--- src/rtl/nfbia_pkg.sv ---
`timescale 1ns / 1ps
// ============================================================================
// nfbia_pkg
// Shared types, constants and helpers of the next-fit bitmap ID allocator.
// ============================================================================
package nfbia_pkg;

    localparam int ID_W     = 12;
    localparam int WORD_W   = 64;
    localparam int WADDR_W  = 6;
    localparam int BIT_W    = 6;
    localparam int NWORDS   = 64;
    localparam int TDATA_W  = 16;
    localparam int CNT_W    = 7;

    // Identifier range; the map holds 4096 identifiers, so the top is clamped.
    localparam int ID_LOW      = 300;
    localparam int ID_HIGH     = 4095;
    localparam int RANGE_HI    = (ID_HIGH > 4095) ? 4095 : ID_HIGH;
    localparam bit RANGE_EMPTY = (ID_LOW > RANGE_HI);

    localparam logic [ID_W-1:0]    ID_LO_C  = ID_W'(ID_LOW);
    localparam logic [ID_W-1:0]    ID_HI_C  = ID_W'(RANGE_HI);
    localparam logic [WADDR_W-1:0] LO_WORD  = WADDR_W'(ID_LOW / WORD_W);
    localparam logic [WADDR_W-1:0] HI_WORD  = WADDR_W'(RANGE_HI / WORD_W);
    localparam logic [BIT_W-1:0]   LO_OFF   = BIT_W'(ID_LOW % WORD_W);
    localparam logic [BIT_W-1:0]   HI_OFF   = BIT_W'(RANGE_HI % WORD_W);
    localparam int                 SPAN_INT = RANGE_EMPTY ? 1
                                            : (RANGE_HI / WORD_W) - (ID_LOW / WORD_W) + 1;
    // The start word is visited twice: once from the pointer up, once below it.
    localparam logic [CNT_W-1:0]   SPAN_WORDS = CNT_W'(SPAN_INT);
    localparam logic [CNT_W-1:0]   SCAN_READS = CNT_W'(SPAN_INT + 1);

    localparam logic KIND_ALLOC = 1'b0;
    localparam logic KIND_REL   = 1'b1;

    localparam logic [1:0] ST_ALLOC = 2'd0;
    localparam logic [1:0] ST_NONE  = 2'd1;
    localparam logic [1:0] ST_REL   = 2'd2;
    localparam logic [1:0] ST_OOR   = 2'd3;

    typedef struct packed {
        logic       capture;
        logic       scan;
        logic       rel_rd;
        logic       wr_alloc;
        logic       wr_rel;
        logic       load_out;
        logic [1:0] out_status;
    } cmd_t;

    typedef struct packed {
        logic hit;
        logic exhausted;
        logic in_range;
        logic out_free;
    } sts_t;

    function automatic logic in_range(input logic [ID_W-1:0] id);
        in_range = (id >= ID_LO_C) && (id <= ID_HI_C) && !RANGE_EMPTY;
    endfunction

endpackage

--- src/rtl/nfbia_ctrl.sv ---
`timescale 1ns / 1ps
// ============================================================================
// nfbia_ctrl
// Sequencer for allocate and release requests; drives the datapath.
// ============================================================================
module nfbia_ctrl
    import nfbia_pkg::*;
(
    input  logic clk,
    input  logic rst_n,
    input  logic in_valid,
    input  logic in_kind,
    output logic in_ready,
    input  sts_t sts,
    output cmd_t cmd
);

    localparam logic [2:0] S_IDLE = 3'd0;
    localparam logic [2:0] S_SCAN = 3'd1;
    localparam logic [2:0] S_AWR  = 3'd2;
    localparam logic [2:0] S_RRD  = 3'd3;
    localparam logic [2:0] S_RWR  = 3'd4;
    localparam logic [2:0] S_FIN  = 3'd5;

    logic [2:0] state_reg, state_next;
    logic [1:0] status_reg, status_next;

    always_comb
    begin
        state_next  = state_reg;
        status_next = status_reg;
        unique case (state_reg)
            S_IDLE:
            begin
                if (in_valid)
                begin
                    if (in_kind == KIND_ALLOC)
                    begin
                        if (RANGE_EMPTY)
                        begin
                            status_next = ST_NONE;
                            state_next  = S_FIN;
                        end
                        else
                        begin
                            state_next = S_SCAN;
                        end
                    end
                    else if (sts.in_range)
                    begin
                        state_next = S_RRD;
                    end
                    else
                    begin
                        status_next = ST_OOR;
                        state_next  = S_FIN;
                    end
                end
            end
            S_SCAN:
            begin
                priority if (sts.hit)
                begin
                    state_next = S_AWR;
                end
                else if (sts.exhausted)
                begin
                    status_next = ST_NONE;
                    state_next  = S_FIN;
                end
                else
                begin
                    state_next = S_SCAN;
                end
            end
            S_AWR:
            begin
                status_next = ST_ALLOC;
                state_next  = S_FIN;
            end
            S_RRD:
            begin
                state_next = S_RWR;
            end
            S_RWR:
            begin
                status_next = ST_REL;
                state_next  = S_FIN;
            end
            S_FIN:
            begin
                if (sts.out_free)
                begin
                    state_next = S_IDLE;
                end
            end
            default:
            begin
                state_next = S_IDLE;
            end
        endcase
    end

    always_ff @(posedge clk or negedge rst_n)
    begin
        if (!rst_n)
        begin
            state_reg  <= S_IDLE;
            status_reg <= ST_NONE;
        end
        else
        begin
            state_reg  <= state_next;
            status_reg <= status_next;
        end
    end

    assign in_ready = (state_reg == S_IDLE);

    always_comb
    begin
        cmd.capture    = (state_reg == S_IDLE) && in_valid;
        cmd.scan       = (state_reg == S_SCAN);
        cmd.rel_rd     = (state_reg == S_RRD);
        cmd.wr_alloc   = (state_reg == S_AWR);
        cmd.wr_rel     = (state_reg == S_RWR);
        cmd.load_out   = (state_reg == S_FIN) && sts.out_free;
        cmd.out_status = status_reg;
    end

endmodule

--- config.mk ---
export PLATFORM = sky130hd
export DESIGN_NAME = nfbia_ctrl
export DESIGN_NICKNAME = d
export VERILOG_FILES = /design/src/rtl/nfbia_pkg.sv /design/src/rtl/nfbia_ctrl.sv
export SDC_FILE = /design/constraint.sdc
export NUM_CORES = 1
export LEC_CHECK = 0
export CELL_PAD_IN_SITES_DETAIL_PLACEMENT = 0
export CELL_PAD_IN_SITES_GLOBAL_PLACEMENT = 1
export CORE_AREA = 2 2 39 41
export CTS_BUF_LIST = sky130_fd_sc_hd__clkbuf_16
export CTS_CLUSTER_DIAMETER = 200
export DETAILED_ROUTE_END_ITERATION = 10
export DIE_AREA = 0 0 41 43
export DONT_BUFFER_PORTS = 1
export PLACE_DENSITY = 0.61
export SKIP_LAST_GASP = 1
export SLEW_MARGIN = 30
export SYNTH_ARGS = -nofsm -noshare
export SYNTH_HDL_FRONTEND = slang
export SYNTH_SLANG_ARGS = --single-unit
--- constraint.sdc ---
create_clock -name clk -period 1.1 [get_ports clk]
set_input_delay 0.165 -clock clk [delete_from_list [all_inputs] [get_ports clk]]
set_output_delay 0.165 -clock clk [all_outputs]
set_load 0.01 [all_outputs]
==> metrics.log, run 1 <==
[metrics] Final Hold Viols: 0
[metrics] max FFs per register: 3
[metrics] Net Switching: around 800 uW
[metrics] cell total after placement: 60
[metrics] per-instance average area after synthesis: 9.66 um2
[metrics] layout cells sized above 1: 71.4%
[metrics] register-to-register setup slack: -0.12 ns
[metrics] Inserted Clock Buffers: 3
[metrics] CTS tree: yes
[metrics] maximum vdd ir drop: 1.51 mV
[metrics] via count of the first global-routing pass: 354
[metrics] GP Congestion: between 0.6 and 0.7
[metrics] arrival time reported for the critical path endpoint: between 1 and 1.5 ns
[metrics] switching portion of total power: 34.1%
[metrics] largest net degree at the start of global routing: 11
[metrics] Slew @ Worst Pin: 0.263 ns
[metrics] final cell count without fillers: roughly 70
[metrics] met1 WL: between 400 and 500 um
[metrics] register area: 128 um2
[metrics] number of fill cells: between 100 and 150
[metrics] Overflow after GRT: 0
[metrics] wire length of the first global-routing pass: 1.66 mm
[metrics] sum of met2 wire segment lengths after detailed routing: about 530 um
[metrics] Worst Skew: 0.00328 ns
[metrics] multi-input combinational cell area: 278 um2
[metrics] time the worst path needs with I/O delays and setup: 1.28 ns
[metrics] worst hold margin: 0.106 ns
[metrics] nets: 65
[metrics] I/O pin count: 17
[metrics] count of input and output buffers: 0
[metrics] leakage component of the power: 0.000297 uW
[metrics] Initial DRT Pass Iterations: 2
[metrics] Die ar.: 1760 um2
[metrics] Max-Slew Margin vs Limit: 82.4%
[metrics] number of pins with negative max-slew slack in the final report: 0
[metrics] hold path start: in_kind
[metrics] endpoint required time on the critical path: 0.94 ns
[metrics] mean number of vias per cell: 5.15
[metrics] part of the power in registers: 16.9%
[metrics] Int Pwr: 1510 uW
[metrics] antenna diode instance count: 0
[metrics] Synthesis Warnings: 0
[metrics] drt total wl: roughly 1.0 mm
[metrics] Hold Path Class: primary input to flop
[metrics] Yosys reg bits: 5
[metrics] average routed wire per standard cell: 14.4 um
[metrics] initial standard-cell utilization of the core: 25.1%
[metrics] post-detailed-route count of antenna-violating nets: 0
[metrics] FF-to-FF Start: state_reg[0]
[metrics] detailed route wirelength on metal3: 103 um
[metrics] final clock period utilization by the worst path: 116%
[metrics] Clock Pin Slew Worst Setup and Hold Paths: 0.03 ns
[metrics] failing checks: setup timing
[metrics] standard cell core area: between 1000 and 1500 um2
[metrics] insertion delay to the later sink of the worst-skew pair: 0.23 ns
[metrics] register area share after synthesis: 36.3%
[metrics] Die Y-Extent: 43 um
[metrics] Row Count: 14
[metrics] Top Layer Used: met3
[metrics] die width: between 40 and 50 um
[metrics] post-synth net total: 44
[metrics] antenna violations before repair: 0
[metrics] final setup fails: 11
[metrics] outcome: complete, but fails checks
[metrics] power per standard cell area: 3370 nW/um2
[metrics] share of power burned in the clock network: 25.4%
[metrics] synthesized netlist cell count: 36
[metrics] number of remaining DRC errors: 0
[metrics] total number of vias: 371
[metrics] netlist area before placement: ~350 um2
[metrics] critical path startpoint category: flop
[metrics] highest fanout seen on the critical path: 5
[metrics] part of the power in combinational logic: 57.8%
[metrics] drt initial violations: 2
[metrics] Clock Sink Count: 5
[metrics] area growth from synthesis to layout: 95.7%
[metrics] unrepaired setup endpoints after global routing: yes
[metrics] sort of element at the end of the critical path: output pin
[metrics] total of max-cap violations: 0
[metrics] achievable clock frequency: 781 MHz
[metrics] GRT Resource Usage Total: between 10 and 15%
[metrics] H-Tree Level Count: 1
[metrics] buffer levels on the longest clock path: 2
[metrics] CTS root buf: clkbuf_16
[metrics] fin worst setup slack: -0.180 ns
[metrics] type of the worst setup path: flop to output pin
[metrics] startpoint of the worst setup timing path: state_reg[0]
[metrics] synth unique cells: 26
## power by group through the flow
stage	Sequential (uW)	Combinational, uW	Clock [uW]
after floorplan	364	507	0
after global placement	365	810	0
after detailed placement	369	833	0
after CTS	375	1170	595
after global routing	393	1430	618
final	386	1320	582
## final timing paths
kind	end	depth (start not counted)
setup reg to reg	status_reg[0]	4
min in group asynchronous	state_reg[0]	1
hold / removal	state_reg[1]	2
setup / recovery	in_ready	3
max in group asynchronous	status_reg[0]	1
hold reg to reg	status_reg[0]	2
## kinds of logic (layout without fill, tap and decap cells)
family	Yosys count	after routing	synth area share, %
buf+inv	3	23	5.04
compound gates	13	13	26.6
flops	5	5	36.3
simple gates	15	15	32.0
## per-stage QoR
| stage | setup TNS [ns] | power, uW | util, % | instance area, um2 | setup slack, ns |
|---|---|---|---|---|---|
| floorplan | 0 | 871 | - | 354 | 0.00162 |
| global placement | -0.0211 | 1180 | 31.7 | 439 | -0.0147 |
| detailed placement | -0.0802 | 1200 | 31.7 | 439 | -0.0330 |
| CTS | -1.16 | 2140 | 45.4 | 628 | -0.167 |
| global route | -1.67 | 2440 | 49.2 | 681 | -0.207 |
| finish | -1.34 | 2290 | 49.2 | 681 | -0.180 |
## per-layer routing
layer | up-vias | global-route usage [%]
met5 | - | 0
met4 | 0 | 2.00
met3 | 0 | 9.95
met2 | 13 | 20.6
met1 | 178 | 18.4
li1 | 180 | -
## cell usage after synthesis
cell / number / area share, %
o22a_1: 1 / 2.5
a311o_1: 1 / 2.9
nand4b_1: 1 / 2.5
a21o_1: 1 / 2.2
nor3_1: 1 / 1.4
buf_4: 1 / 2.2
nor4b_1: 1 / 2.5
and3b_1: 1 / 2.5
or3_1: 1 / 1.8
and2_1: 2 / 3.6
a21oi_2: 1 / 2.5
and4bb_2: 1 / 3.6
nor2b_4: 1 / 4.0
nor2b_1: 1 / 1.8
nor3b_1: 1 / 2.2
o21ai_0: 2 / 2.9
dfstp_2: 1 / 7.6
buf_2: 2 / 2.9
a211oi_1: 1 / 2.2
dfrtp_1: 4 / 29
a21boi_0: 1 / 2.2
a21oi_1: 4 / 5.8
and4b_1: 1 / 2.9
o31ai_2: 1 / 3.6
nor2_1: 2 / 2.2
nand2_1: 1 / 1.1
## layout make-up
type,count,area share (%)
Clock buffer,3,11.0
Clock inverter,1,0.551
Sequential cell,5,18.7
Multi-Input combinational cell,28,40.8
Tap cell,16,2.94
Timing Repair Buffer,19,25.9
## critical path, cell delays in order (launching register included)
cell and delay, ns:
dfrtp_1 0.41, buf_6 0.16, nor3_2 0.17, buf_4 0.15
## placed cells by master (no fill, tap or decap), types with 2 or more instances in the layout
master,instances
a21oi_1,2
dfrtp_1,3
clkbuf_16,3
buf_4,8
a21oi_2,2
and2_4,2
buf_6,9
nor2b_4,2
## timing repair
item,CTS,global route
setup endpoints to repair,10,12
resized for setup,20,8
cloned,0,1
endpoints found under the hold margin,5,0
pin swaps,5,5
buffers inserted,4,2
hold buffers,1,0
No activity file was read; power rests on OpenSTA's default activity.
==> inputs of run 2 (changes only) <==
BUFFER_PORTS_ARGS = -buffer_cell sky130_fd_sc_hd__buf_2   (was default)
CTS_BUF_LIST = default   (was sky130_fd_sc_hd__clkbuf_16)
DONT_BUFFER_PORTS = default   (was 1)
PLACE_DENSITY = 0.77   (was 0.61)
SKIP_LAST_GASP = default   (was 1)
==> run 2 against run 1 <==
Compared with the run above: the flow still finishes with violations (setup timing); sequential power increased by 7.3%; first-iteration DRC count increased to 2.5 times the previous value; flip-flop and latch count unchanged; global-route usage decreased by 1.4 points; non-clock buffer count increased by 13; via count increased by 11%; sequential share of layout area increased by 0.50 points; die area unchanged; cell area decreased by 1.7%; worst hold slack improved by 0.14 ns; register-to-register slack got worse by 0.12 ns; worst setup slack got worse by 0.13 ns; largest power group unchanged.
==> metrics.log, run 2 (synthesized netlist as in run 1, its figures left out) <==
[metrics] outcome: complete, but fails checks
[metrics] failing checks: setup timing
[metrics] Overflow after GRT: 0
[metrics] number of pins with negative max-slew slack in the final report: 0
[metrics] Row Count: 14
[metrics] part of the power in combinational logic: between 60% and 70%
[metrics] Slew @ Worst Pin: 0.225 ns
[metrics] standard cell core area: 1380 um2
[metrics] Inserted Clock Buffers: 3
[metrics] Top Layer Used: met3
[metrics] share of the core filled with cells: a little under 50%
[metrics] detailed route wirelength on metal3: 47 um
[metrics] final cell count without fillers: 85
[metrics] Die Y-Extent: 43 um
[metrics] max FFs per register: 3
[metrics] Critical path buffers and inverters: 2
[metrics] setup TNS: -2.44 ns
[metrics] insertion delay to the later sink of the worst-skew pair: about 0.24 ns
[metrics] buffer levels on the longest clock path: 2
[metrics] total of max-cap violations: 0
[metrics] via count of the first global-routing pass: roughly 380
[metrics] ordered list of cells on the worst path: buf_6 -> nor4b_4 -> buf_2
[metrics] drt total wl: 1.11 mm
[metrics] sum of met2 wire segment lengths after detailed routing: between 500 and 600 um
[metrics] time the worst path needs with I/O delays and setup: ~1.4 ns
[metrics] type of the worst setup path: flop to output pin
[metrics] met1 WL: roughly 480 um
[metrics] unrepaired setup endpoints after global routing: yes
[metrics] sort of element at the end of the critical path: output pin
[metrics] GP Congestion: 0.764
[metrics] die width: between 40 and 50 um
[metrics] H-Tree Level Count: 1
[metrics] antenna diode instance count: 0
[metrics] Clock Sink Count: 5
[metrics] part of the power in registers: 21.5%
[metrics] total number of vias: 411
[metrics] CTS tree: yes
[metrics] fin worst setup slack: -0.310 ns
[metrics] family with the most delay on the worst path: flip-flops
[metrics] cell total after placement: around 70
[metrics] placed instance area: 489 um2
[metrics] nets: 78
[metrics] switching portion of total power: 39.3%
[metrics] Hold Path Class: primary input to flop
[metrics] wire length of the first global-routing pass: about 1.6 mm
[metrics] leading cell type in the layout, fill and taps excluded: buf_2
[metrics] register-to-register setup slack: -0.24 ns
[metrics] antenna violations before repair: 0
[metrics] power per standard cell area: 2880 nW/um2
[metrics] leakage component of the power: 0.000316 uW
[metrics] share of power burned in the clock network: between 10% and 20%
[metrics] final setup fails: 11
[metrics] critical path startpoint category: flop
[metrics] highest fanout seen on the critical path: 10
[metrics] Die ar.: 1760 um2
[metrics] achievable clock frequency: 709 MHz
[metrics] layout cells sized above 1: 71.0%
[metrics] total non-filler cell area in the finished layout: 669 um2
[metrics] number of remaining DRC errors: 0
[metrics] slowest library cell on the worst path: dfrtp_1
[metrics] Final Hold Viols: 0
[metrics] count of input and output buffers: 16
[metrics] average routed wire per standard cell: between 10 and 15 um
[metrics] largest net degree at the start of global routing: 11
[metrics] endpoint required time on the critical path: 0.94 ns
[metrics] Clock Pin Slew Worst Setup and Hold Paths: roughly 0.040 ns
[metrics] Net Switching: 758 uW
[metrics] I/O pin count: 17
[metrics] number of fill cells: 131
[metrics] GRT Resource Usage Total: 13.1%
[metrics] initial standard-cell utilization of the core: 25.1%
[metrics] arrival time reported for the critical path endpoint: 1.24 ns
[metrics] post-detailed-route count of antenna-violating nets: 0
[metrics] HPWL after DPL: roughly 700 um
[metrics] Worst Skew: about 0.0028 ns
[metrics] Initial DRT Pass Iterations: 4
[metrics] area growth from synthesis to layout: 92.4%
[metrics] Slowest Stage Delay on Critical Path: roughly 0.40 ns
[metrics] commonest cells after routing, fill and taps aside: buf_2 (16), buf_4 (8), buf_6 (7)
[metrics] CTS root buf: clkbuf_4
[metrics] Int Pwr: 1170 uW
[metrics] mean number of vias per cell: 4.84
[metrics] maximum vdd ir drop: approximately 1.1 mV
[metrics] drt initial violations: 5
[metrics] Max-Slew Margin vs Limit: approximately 85%
[metrics] final clock period utilization by the worst path: 128%
## run 2: cell types whose count changed in the layout (fill, tap and decap cells not counted), sizes merged
cell | before | now
buf | 18 | 31
clkbuf | 3 | 4
inv | 1 | 0
## run 2: power by group through the flow
stage               Clock [uW]  Combinational [uW]  Sequential (uW)
floorplan                    0                 507              364
global placement             0                 832              388
detailed placement           0                 840              392
CTS                        214                1090              394
global route               230                1420              421
finish                     205                1310              414
## run 2: worst reg2reg max path, stage by stage, from the launching register on
cell,delay (ns)
dfrtp_1,0.40
buf_4,0.15
buf_6,0.12
or3_4,0.34
a21oi_4,0.16
a211oi_2,0.05
## run 2: routing by layer
| metal | up-vias | track usage [%] |
|---|---|---|
| met5 | - | 0 |
| met4 | 0 | 6.00 |
| met3 | 0 | 3.14 |
| met2 | 11 | 20.9 |
| met1 | 199 | 15.7 |
| li1 | 201 | - |
## run 2: metrics by stage
step | power (uW) | setup WS, ns | hold slack (ns)
after floorplan | 871 | 0.00162 | -0.131
after global placement | 1220 | -0.0796 | -0.0176
after detailed placement | 1230 | -0.0896 | -0.0193
after CTS | 1700 | -0.263 | 0.254
after global routing | 2070 | -0.356 | 0.235
final | 1930 | -0.310 | 0.243
## run 2: worst paths after layout
path	startpoint	end	depth (start not counted)
setup / recovery	state_reg[0]	cmd[7]	3
hold / removal	in_kind	state_reg[1]	3
setup reg to reg	state_reg[0]	state_reg[0]	5
hold reg to reg	status_reg[0]	status_reg[0]	2
max in group asynchronous	rst_n	status_reg[0]	2
min in group asynchronous	rst_n	status_reg[1]	2
## run 2: what timing repair did
item | in CTS | in global routing
endpoints found under the hold margin | 5 | 0
hold buffers | 1 | 0
pin swaps | 2 | 7
gates resized for setup | 11 | 10
buffers inserted | 4 | 4
setup endpoints to repair | 11 | 12
## run 2: final cells by class
class,instances,area [um2],area share (%)
multi-input cells,28,265,39.6
repair buffers,32,229,34.2
flip-flops and latches,5,129,19.3
clock buffers,4,26.3,3.93
well taps,16,20.0,2.99
